--- src/ata_pkg.sv ---
// Shared constants and tables for the accelerometer tilt block.
`timescale 1ns / 1ps
package ata_pkg;
	localparam int unsigned FIELD_W = 15;
	localparam int unsigned TABLE_LEN = 24;
	localparam int unsigned STEPS_DEFAULT = 16;
	localparam int unsigned ANGLE_LIMIT = 9000;
	// CORDIC datapath: Q.16 milli-g, values up to about 2^31, with growth
	localparam int unsigned CW = 36;
	localparam int unsigned AW = 32;

	function automatic logic [AW-1:0] atan_lut(input logic [4:0] i);
		logic [AW-1:0] r;
		unique case (i)
			5'd0:  r = 32'd294912000;
			5'd1:  r = 32'd174096719;
			5'd2:  r = 32'd91987925;
			5'd3:  r = 32'd46694507;
			5'd4:  r = 32'd23437865;
			5'd5:  r = 32'd11730358;
			5'd6:  r = 32'd5866610;
			5'd7:  r = 32'd2933484;
			5'd8:  r = 32'd1466764;
			5'd9:  r = 32'd733385;
			5'd10: r = 32'd366693;
			5'd11: r = 32'd183346;
			5'd12: r = 32'd91673;
			5'd13: r = 32'd45837;
			5'd14: r = 32'd22918;
			5'd15: r = 32'd11459;
			5'd16: r = 32'd5730;
			5'd17: r = 32'd2865;
			5'd18: r = 32'd1432;
			5'd19: r = 32'd716;
			5'd20: r = 32'd358;
			5'd21: r = 32'd179;
			5'd22: r = 32'd90;
			5'd23: r = 32'd45;
			default: r = '0;
		endcase
		return r;
	endfunction
endpackage

--- src/ata_isqrt.sv ---
// Bit-serial integer square root, two radicand bits per cycle.
`timescale 1ns / 1ps
module ata_isqrt #(
	parameter int unsigned NW = 64
) (
	input  logic                clk,
	input  logic                arst_n,
	input  logic                start,
	input  logic [NW-1:0]       radicand,
	output logic                done,
	output logic [NW/2-1:0]     root,
	output logic [NW/2:0]       rem
);
	localparam int unsigned RW = NW / 2;
	localparam int unsigned CNT_W = $clog2(RW + 1);

	logic [NW-1:0]  n_q;
	logic [RW+1:0]  r_q;
	logic [RW-1:0]  q_q;
	logic [CNT_W-1:0] cnt_q;
	logic           busy_q;
	logic [RW+1:0]  trial;
	logic [RW+1:0]  diff;

	assign trial = {r_q[RW-1:0], n_q[NW-1 -: 2]};
	assign diff  = trial - {q_q, 2'b01};

	always_ff @(posedge clk or negedge arst_n) begin
		if (!arst_n) begin
			busy_q <= 1'b0;
			done   <= 1'b0;
			cnt_q  <= '0;
		end else begin
			done <= 1'b0;
			if (start) begin
				busy_q <= 1'b1;
				cnt_q  <= '0;
			end else if (busy_q) begin
				cnt_q <= cnt_q + 1'b1;
				if (cnt_q == CNT_W'(RW - 1)) begin
					busy_q <= 1'b0;
					done   <= 1'b1;
				end
			end
		end
	end

	always_ff @(posedge clk) begin
		if (start) begin
			n_q <= radicand;
			r_q <= '0;
			q_q <= '0;
		end else if (busy_q) begin
			n_q <= {n_q[NW-3:0], 2'b00};
			if (!diff[RW+1]) begin
				r_q <= diff;
				q_q <= {q_q[RW-2:0], 1'b1};
			end else begin
				r_q <= trial;
				q_q <= {q_q[RW-2:0], 1'b0};
			end
		end
	end

	assign root = q_q;
	assign rem  = r_q[RW:0];
endmodule

--- src/ata_lane.sv ---
// One tilt lane: Q.16 root of the cross axes, then a vectoring CORDIC.
`timescale 1ns / 1ps
module ata_lane #(
	parameter int unsigned CORDIC_STEPS = ata_pkg::STEPS_DEFAULT
) (
	input  logic                              clk,
	input  logic                              arst_n,
	input  logic                              start,
	input  logic signed [ata_pkg::FIELD_W-1:0] num,
	input  logic signed [ata_pkg::FIELD_W-1:0] p,
	input  logic signed [ata_pkg::FIELD_W-1:0] q,
	output logic                              done,
	output logic signed [ata_pkg::FIELD_W-1:0] angle
);
	localparam int unsigned CW = ata_pkg::CW;
	localparam int unsigned AW = ata_pkg::AW;
	localparam int unsigned NSTEP = (CORDIC_STEPS < ata_pkg::TABLE_LEN) ?
		CORDIC_STEPS : ata_pkg::TABLE_LEN;

	logic signed [29:0] pp, qq;
	logic [30:0] ss;
	logic        sq_done;
	logic [31:0] root;
	logic [32:0] rem_unused;
	logic signed [ata_pkg::FIELD_W-1:0] num_q;
	logic signed [CW-1:0] x_q, y_q;
	logic signed [AW+1:0] acc_q;
	logic [4:0]  i_q;
	logic        run_q;
	logic signed [AW+1:0] rnd;
	logic signed [AW+1:0] r;
	logic        zero_q;

	assign pp = p * p;
	assign qq = q * q;
	assign ss = 31'(pp) + 31'(qq);

	ata_isqrt #(.NW(64)) u_sqrt (
		.clk(clk), .arst_n(arst_n), .start(start),
		.radicand({1'b0, ss, 32'd0}),
		.done(sq_done), .root(root), .rem(rem_unused)
	);

	always_ff @(posedge clk) begin
		if (start) num_q <= num;
		if (sq_done) begin
			x_q   <= CW'(root);
			y_q   <= CW'({{(CW-ata_pkg::FIELD_W-16){num_q[ata_pkg::FIELD_W-1]}},
				num_q, 16'd0});
			acc_q <= '0;
		end else if (run_q) begin
			if (!y_q[CW-1]) begin
				x_q   <= x_q + (y_q >>> i_q);
				y_q   <= y_q - (x_q >>> i_q);
				acc_q <= acc_q + (AW+2)'(ata_pkg::atan_lut(i_q));
			end else begin
				x_q   <= x_q - (y_q >>> i_q);
				y_q   <= y_q + (x_q >>> i_q);
				acc_q <= acc_q - (AW+2)'(ata_pkg::atan_lut(i_q));
			end
		end
	end

	always_ff @(posedge clk or negedge arst_n) begin
		if (!arst_n) begin
			run_q <= 1'b0;
			i_q   <= '0;
			done  <= 1'b0;
		end else begin
			done <= 1'b0;
			if (sq_done) begin
				i_q <= '0;
				if (root == '0) done <= 1'b1;
				else run_q <= 1'b1;
			end else if (run_q) begin
				i_q <= i_q + 1'b1;
				if (i_q == 5'(NSTEP - 1)) begin
					run_q <= 1'b0;
					done  <= 1'b1;
				end
			end
		end
	end

	assign rnd = (acc_q + (AW+2)'(32768)) >>> 16;
	always_comb begin
		if (x_q == '0 && !run_q) begin
			r = '0;
		end else if (rnd > $signed((AW+2)'(ata_pkg::ANGLE_LIMIT))) begin
			r = (AW+2)'(ata_pkg::ANGLE_LIMIT);
		end else if (rnd < -$signed((AW+2)'(ata_pkg::ANGLE_LIMIT))) begin
			r = -(AW+2)'(ata_pkg::ANGLE_LIMIT);
		end else begin
			r = rnd;
		end
	end

	// zero root bypasses the CORDIC: sign of the numerator picks the limit, zero gives zero
	always_ff @(posedge clk) if (sq_done) zero_q <= (root == '0);
	always_comb begin
		if (zero_q) begin
			if (num_q == '0) angle = '0;
			else if (num_q[ata_pkg::FIELD_W-1])
				angle = -ata_pkg::FIELD_W'(ata_pkg::ANGLE_LIMIT);
			else angle = ata_pkg::FIELD_W'(ata_pkg::ANGLE_LIMIT);
		end else begin
			angle = r[ata_pkg::FIELD_W-1:0];
		end
	end
endmodule

--- src/accel_tilt_angles_top.sv ---
// Top level: magnitude root and two tilt lanes with result merge.
`timescale 1ns / 1ps
// One sample in, one result out. The bit-serial 64-bit square roots run
// first and hand off to each lane's CORDIC, which does one step per cycle.
// The magnitude root and both tilt lanes run in parallel; a new sample is
// taken only when the block is idle and the result register is free, so a
// sample is not taken before the previous one is finished. The output
// register holds a result until transferred.
module accel_tilt_angles_top #(
	parameter int unsigned CORDIC_STEPS = ata_pkg::STEPS_DEFAULT
) (
	input  logic                              clk,
	input  logic                              arst_n,
	input  logic                              in_valid,
	output logic                              in_ready,
	input  logic signed [ata_pkg::FIELD_W-1:0] accel_x,
	input  logic signed [ata_pkg::FIELD_W-1:0] accel_y,
	input  logic signed [ata_pkg::FIELD_W-1:0] accel_z,
	output logic                              out_valid,
	input  logic                              out_ready,
	output logic [ata_pkg::FIELD_W-1:0]        magnitude,
	output logic signed [ata_pkg::FIELD_W-1:0] roll_angle,
	output logic signed [ata_pkg::FIELD_W-1:0] pitch_angle
);
	localparam int unsigned W = ata_pkg::FIELD_W;

	logic busy_q, got_r_q, got_p_q, got_m_q;
	logic start;
	logic r_done, p_done, m_done;
	logic signed [W-1:0] r_ang, p_ang, r_hold_q, p_hold_q;
	logic [W-1:0] m_hold_q;
	logic signed [29:0] xx, yy, zz;
	logic [31:0] m_root;
	logic [32:0] m_rem;
	logic all_done;

	assign in_ready = !busy_q && !out_valid;
	assign start    = in_valid && in_ready;
	assign xx = accel_x * accel_x;
	assign yy = accel_y * accel_y;
	assign zz = accel_z * accel_z;

	ata_isqrt #(.NW(64)) u_mag (
		.clk(clk), .arst_n(arst_n), .start(start),
		.radicand({32'd0, 32'(xx) + 32'(yy) + 32'(zz)}),
		.done(m_done), .root(m_root), .rem(m_rem)
	);

	ata_lane #(.CORDIC_STEPS(CORDIC_STEPS)) u_roll (
		.clk(clk), .arst_n(arst_n), .start(start),
		.num(accel_y), .p(accel_z), .q(accel_x),
		.done(r_done), .angle(r_ang)
	);

	ata_lane #(.CORDIC_STEPS(CORDIC_STEPS)) u_pitch (
		.clk(clk), .arst_n(arst_n), .start(start),
		.num(accel_x), .p(accel_y), .q(accel_z),
		.done(p_done), .angle(p_ang)
	);

	always_ff @(posedge clk) begin
		if (m_done) m_hold_q <= W'(m_root + 32'(m_rem > 33'(m_root)));
		if (r_done) r_hold_q <= -r_ang;
		if (p_done) p_hold_q <= p_ang;
	end

	assign all_done = (got_r_q || r_done) && (got_p_q || p_done) && (got_m_q || m_done);

	always_ff @(posedge clk or negedge arst_n) begin
		if (!arst_n) begin
			busy_q <= 1'b0; got_r_q <= 1'b0; got_p_q <= 1'b0; got_m_q <= 1'b0;
			out_valid <= 1'b0;
		end else begin
			if (out_valid && out_ready) out_valid <= 1'b0;
			if (start) begin
				busy_q <= 1'b1;
				got_r_q <= 1'b0; got_p_q <= 1'b0; got_m_q <= 1'b0;
			end else if (busy_q) begin
				if (all_done) begin
					busy_q <= 1'b0;
					out_valid <= 1'b1;
				end else begin
					if (r_done) got_r_q <= 1'b1;
					if (p_done) got_p_q <= 1'b1;
					if (m_done) got_m_q <= 1'b1;
				end
			end
		end
	end

	assign magnitude   = m_hold_q;
	assign roll_angle  = r_hold_q;
	assign pitch_angle = p_hold_q;

`ifndef SYNTH
	a_no_start_busy: assert property (@(posedge clk) disable iff (!arst_n)
		busy_q |-> !in_ready) else $error("sample taken while busy");
	a_result_holds: assert property (@(posedge clk) disable iff (!arst_n)
		out_valid && !out_ready |=> $stable(magnitude) && $stable(pitch_angle))
		else $error("result changed while stalled");
	a_done_only_busy: assert property (@(posedge clk) disable iff (!arst_n)
		(r_done || p_done) |-> busy_q) else $error("lane finished while idle");
	a_valid_after: assert property (@(posedge clk) disable iff (!arst_n)
		busy_q && all_done |=> out_valid) else $error("finished result not shown");
`endif
endmodule

--- config.mk ---
export PLATFORM = sky130hd
export DESIGN_NAME = accel_tilt_angles_top
export DESIGN_NICKNAME = d
export VERILOG_FILES = /design/src/ata_pkg.sv /design/src/ata_isqrt.sv /design/src/ata_lane.sv /design/src/accel_tilt_angles_top.sv
export SDC_FILE = /design/constraint.sdc
export NUM_CORES = 2
export LEC_CHECK = 0
export BUFFER_PORTS_ARGS = -buffer_cell sky130_fd_sc_hd__buf_2
export CAP_MARGIN = 20
export CELL_PAD_IN_SITES_DETAIL_PLACEMENT = 0
export CELL_PAD_IN_SITES_GLOBAL_PLACEMENT = 1
export CORE_MARGIN = 5
export CORE_UTILIZATION = 50
export CTS_BUF_LIST = sky130_fd_sc_hd__clkbuf_16
export CTS_CLUSTER_DIAMETER = 100
export CTS_CLUSTER_SIZE = 40
export DETAILED_ROUTE_END_ITERATION = 6
export PLACE_DENSITY_LB_ADDON = 0.1
export SKIP_LAST_GASP = 1
export SYNTH_ARGS = -nofsm -noshare
export SYNTH_HDL_FRONTEND = slang
export SYNTH_SLANG_ARGS = --single-unit
--- constraint.sdc ---
create_clock -name clk -period 11.8 [get_ports clk]
set_clock_uncertainty 0.2 [all_clocks]
set_input_delay 2.36 -clock clk [delete_from_list [all_inputs] [get_ports clk]]
set_output_delay 2.36 -clock clk [all_outputs]
set_load 0.005 [all_outputs]
==> impl_metrics.env <==
export IMPL_detail_route_first_pass_iterations=6
export IMPL_post_synth_edffs=275
export IMPL_drive_above_1_share=0.0643
export IMPL_hold_class="flop to flop"
export IMPL_mappedNetlistArea_mm2=0.0840
export IMPL_slew_limit_headroom=0.296
export IMPL_path_clk_slew_ps=120
export IMPL_crit_path_top_delay_cell="fa_1"
export IMPL_clock_path_buffers=3
export IMPL_most_repeated_library_cell_on_the_critical_path="fa_1"
export IMPL_setup_worst_path_class="primary input to flop"
export IMPL_timing_critical_path_from_type="primary input"
export IMPL_postRouteAntennaNets=0
export IMPL_final_setup_tns_ps=0
export IMPL_post_route_drc=0
export IMPL_detail_route_wl_per_cell_um=19.8
export IMPL_vias_in_the_first_global_route=67300
export IMPL_grt_total_usage=0.260
export IMPL_total_wirelength_mm=232
export IMPL_clock_sinks=653
export IMPL_globalRoute_totalOverflow=0
export IMPL_final_nets=10800
export IMPL_global_route_wire_length_before_repair_mm=372
export IMPL_synth_flop_cell="dfxtp_1"
export IMPL_cts_setup_buffers=0
export IMPL_grt_setup_unrepaired="false"
export IMPL_critical_path_max_fanout=14
export IMPL_io_pins=96
export IMPL_die_height_um=420
export IMPL_floorplan_die_area_mm2=0.176
export IMPL_clock_latency_ps=700
export IMPL_worst_endpoint_required_ps=12000
export IMPL_yosysWarnings=0
export IMPL_timing_max_transition_violations_final=0
export IMPL_holdBufCountCts=0
export IMPL_fmax_ghz=0.0925
export IMPL_worst_pin_slew_ps=1040
export IMPL_number_of_flip_flops_and_latches_in_the_synthesized_netlist=653
export IMPL_clock_root_buffer="clkbuf_16"
export IMPL_maxCapViolCount=0
export IMPL_number_of_instances_in_the_synthesized_netlist=9662
export IMPL_synth_avg_cell_area_um2=8.69
export IMPL_final_setup_viols=0
export IMPL_placement_rows=150
export IMPL_start_util=0.503
export IMPL_cts_max_level=2
export IMPL_layout_commonest_cell="inv_1"
export IMPL_grt_max_degree=216
export IMPL_yosysUniqueCellTypes=106
export IMPL_core_region_area_mm2=0.167
export IMPL_postCtsResizedCells=0
export IMPL_critical_path_max_stage_delay_ps=560
export IMPL_period_needed_ps=10810
export IMPL_initialDrtViolationCount=5249
export IMPL_route_vias_total=69100
export IMPL_vias_per_cell=5.90
export IMPL_sequential_fraction_of_the_synthesis_area=0.191
export IMPL_cts_inserted_buffers=42
export IMPL_layout_cells_most_common_list="inv_1 (1185), nand2_1 (840), nor2_1 (779)"
export IMPL_nFillCells=15700
export IMPL_timing_final_crit_share=0.916
export IMPL_final_hold_worst_slack_ps=274
export IMPL_gp_congestion=0.947
export IMPL_tritoncts_clock_tree="done"
export IMPL_final_hold_violation_count=0
export IMPL_min_path_cells=2
export IMPL_endpoint_kind="flop"
export IMPL_arrival_time_at_the_worst_endpoint_ps=11010
export IMPL_asyncSetResetFlopFracSynth=0.0658
export IMPL_worst_r2r_cell_count=23
export IMPL_postSynthNetCount=11000
export IMPL_area_growth_syn_to_layout_pct=4.94
export IMPL_fp_dieW_um=420
export IMPL_result_of_the_run="finished, final reports clean"
export IMPL_port_bufs=95
export IMPL_place_hpwl_mm=181
export IMPL_number_of_antenna_violations_at_the_first_check_in_global_routing=2
-- kinds of logic (layout without fill, tap and decap cells) --
kind of cell | Yosys count | in the layout | share of synthesized area
and+or+nand+nor | 2665 | 2665 | 0.149
AOI/OAI and AO/OA | 2150 | 2150 | 0.159
buffers and inverters | 1610 | 1462 | 0.0741
adders and majority gates | 1319 | 1319 | 0.253
xor gates and xnor gates | 667 | 667 | 0.0696
DFF | 653 | 653 | 0.191
muxes | 598 | 598 | 0.104
other | 0 | 2 | 0
-- flip-flops by register name, indices dropped and copies added, names as in the netlist, 15 cells and up --
name / cells
u_roll.x_q: 36
pitch_angle: 15
u_pitch.acc_q: 34
u_roll.num_q: 15
u_pitch.u_sqrt.r_q: 32
u_roll.acc_q: 34
u_mag.root: 32
u_mag.n_q: 64
u_roll.y_q: 36
u_pitch.y_q: 36
u_pitch.u_sqrt.root: 32
u_roll.u_sqrt.r_q: 32
u_pitch.u_sqrt.n_q: 32
magnitude: 15
u_mag.r_q: 33
u_roll.u_sqrt.root: 32
roll_angle: 15
u_pitch.num_q: 15
u_pitch.x_q: 36
u_roll.u_sqrt.n_q: 32
-- synth_stat cells, types with 199 or more instances --
cell type	instances	area (um2)
xor2_1	265	2320
fa_1	635	12700
clkbuf_1	305	1140
nor2_1	780	2930
ha_1	679	8500
dfxtp_1	335	6710
mux2i_1	333	3330
xnor2_1	402	3520
nand2_1	842	3160
edfxtp_1	275	8260
inv_1	1189	4460
a21o_1	199	1490
o21ai_0	574	2870
a21oi_1	629	3150
-- metal layers --
layer / GRT usage / vias to the layer above / wire length [um]
met5: 0 / - / 0
met4: 0.0639 / 0 / 5870
met1: 0.360 / 33800 / 102000
met3: 0.0338 / 285 / 13800
met2: 0.434 / 1973 / 110000
li1: - / 33100 / -
-- critical path, delay by kind of cell --
family / cells / cell delay, ps
and+or+nand+nor: 12 / 1970
xor gates and xnor gates: 1 / 390
AOI/OAI and AO/OA: 8 / 1450
adders and majority gates: 9 / 4180
buffers and inverters: 6 / 640
-- stage by stage --
stage                util  worst slack (ps)  cells  area (um2)
global placement    0.516               402  11600       86300
finish              0.528               988  11700       88100
floorplan               -              1060   9662       84000
detailed placement  0.517               293  11600       86300
CTS                 0.527              1030  11700       88100
global route        0.528               357  11700       88100
-- worst paths after layout --
path	from	to	slack [ps]
min in group asynchronous	arst_n	u_roll.i_q[0]	1600
min reg2reg	u_pitch.acc_q[9]	u_pitch.acc_q[9]	270
max in group asynchronous	arst_n	u_mag.busy_q	9120
min	u_pitch.acc_q[9]	u_pitch.acc_q[9]	270
max reg2reg	u_pitch.i_q[0]	u_pitch.y_q[35]	3040
max	accel_z[9]	u_mag.n_q[29]	990
-- area by class of cell --
class / count / area (um2) / area share
Sequential cell: 653 / 16100 / 0.183
Timing Repair Buffer: 185 / 1210 / 0.0137
Inverter: 1199 / 4510 / 0.0512
Clock buffer: 45 / 1130 / 0.0128
Clock inverter: 33 / 673 / 0.00764
Multi-Input combinational cell: 7399 / 61800 / 0.701
Tap cell: 2204 / 2760 / 0.0313
Antenna cell: 2 / 5.00 / 0.0000568
Power is not shown: default switching activity piles up to over one toggle a cycle in this logic, so the estimate is an artifact.
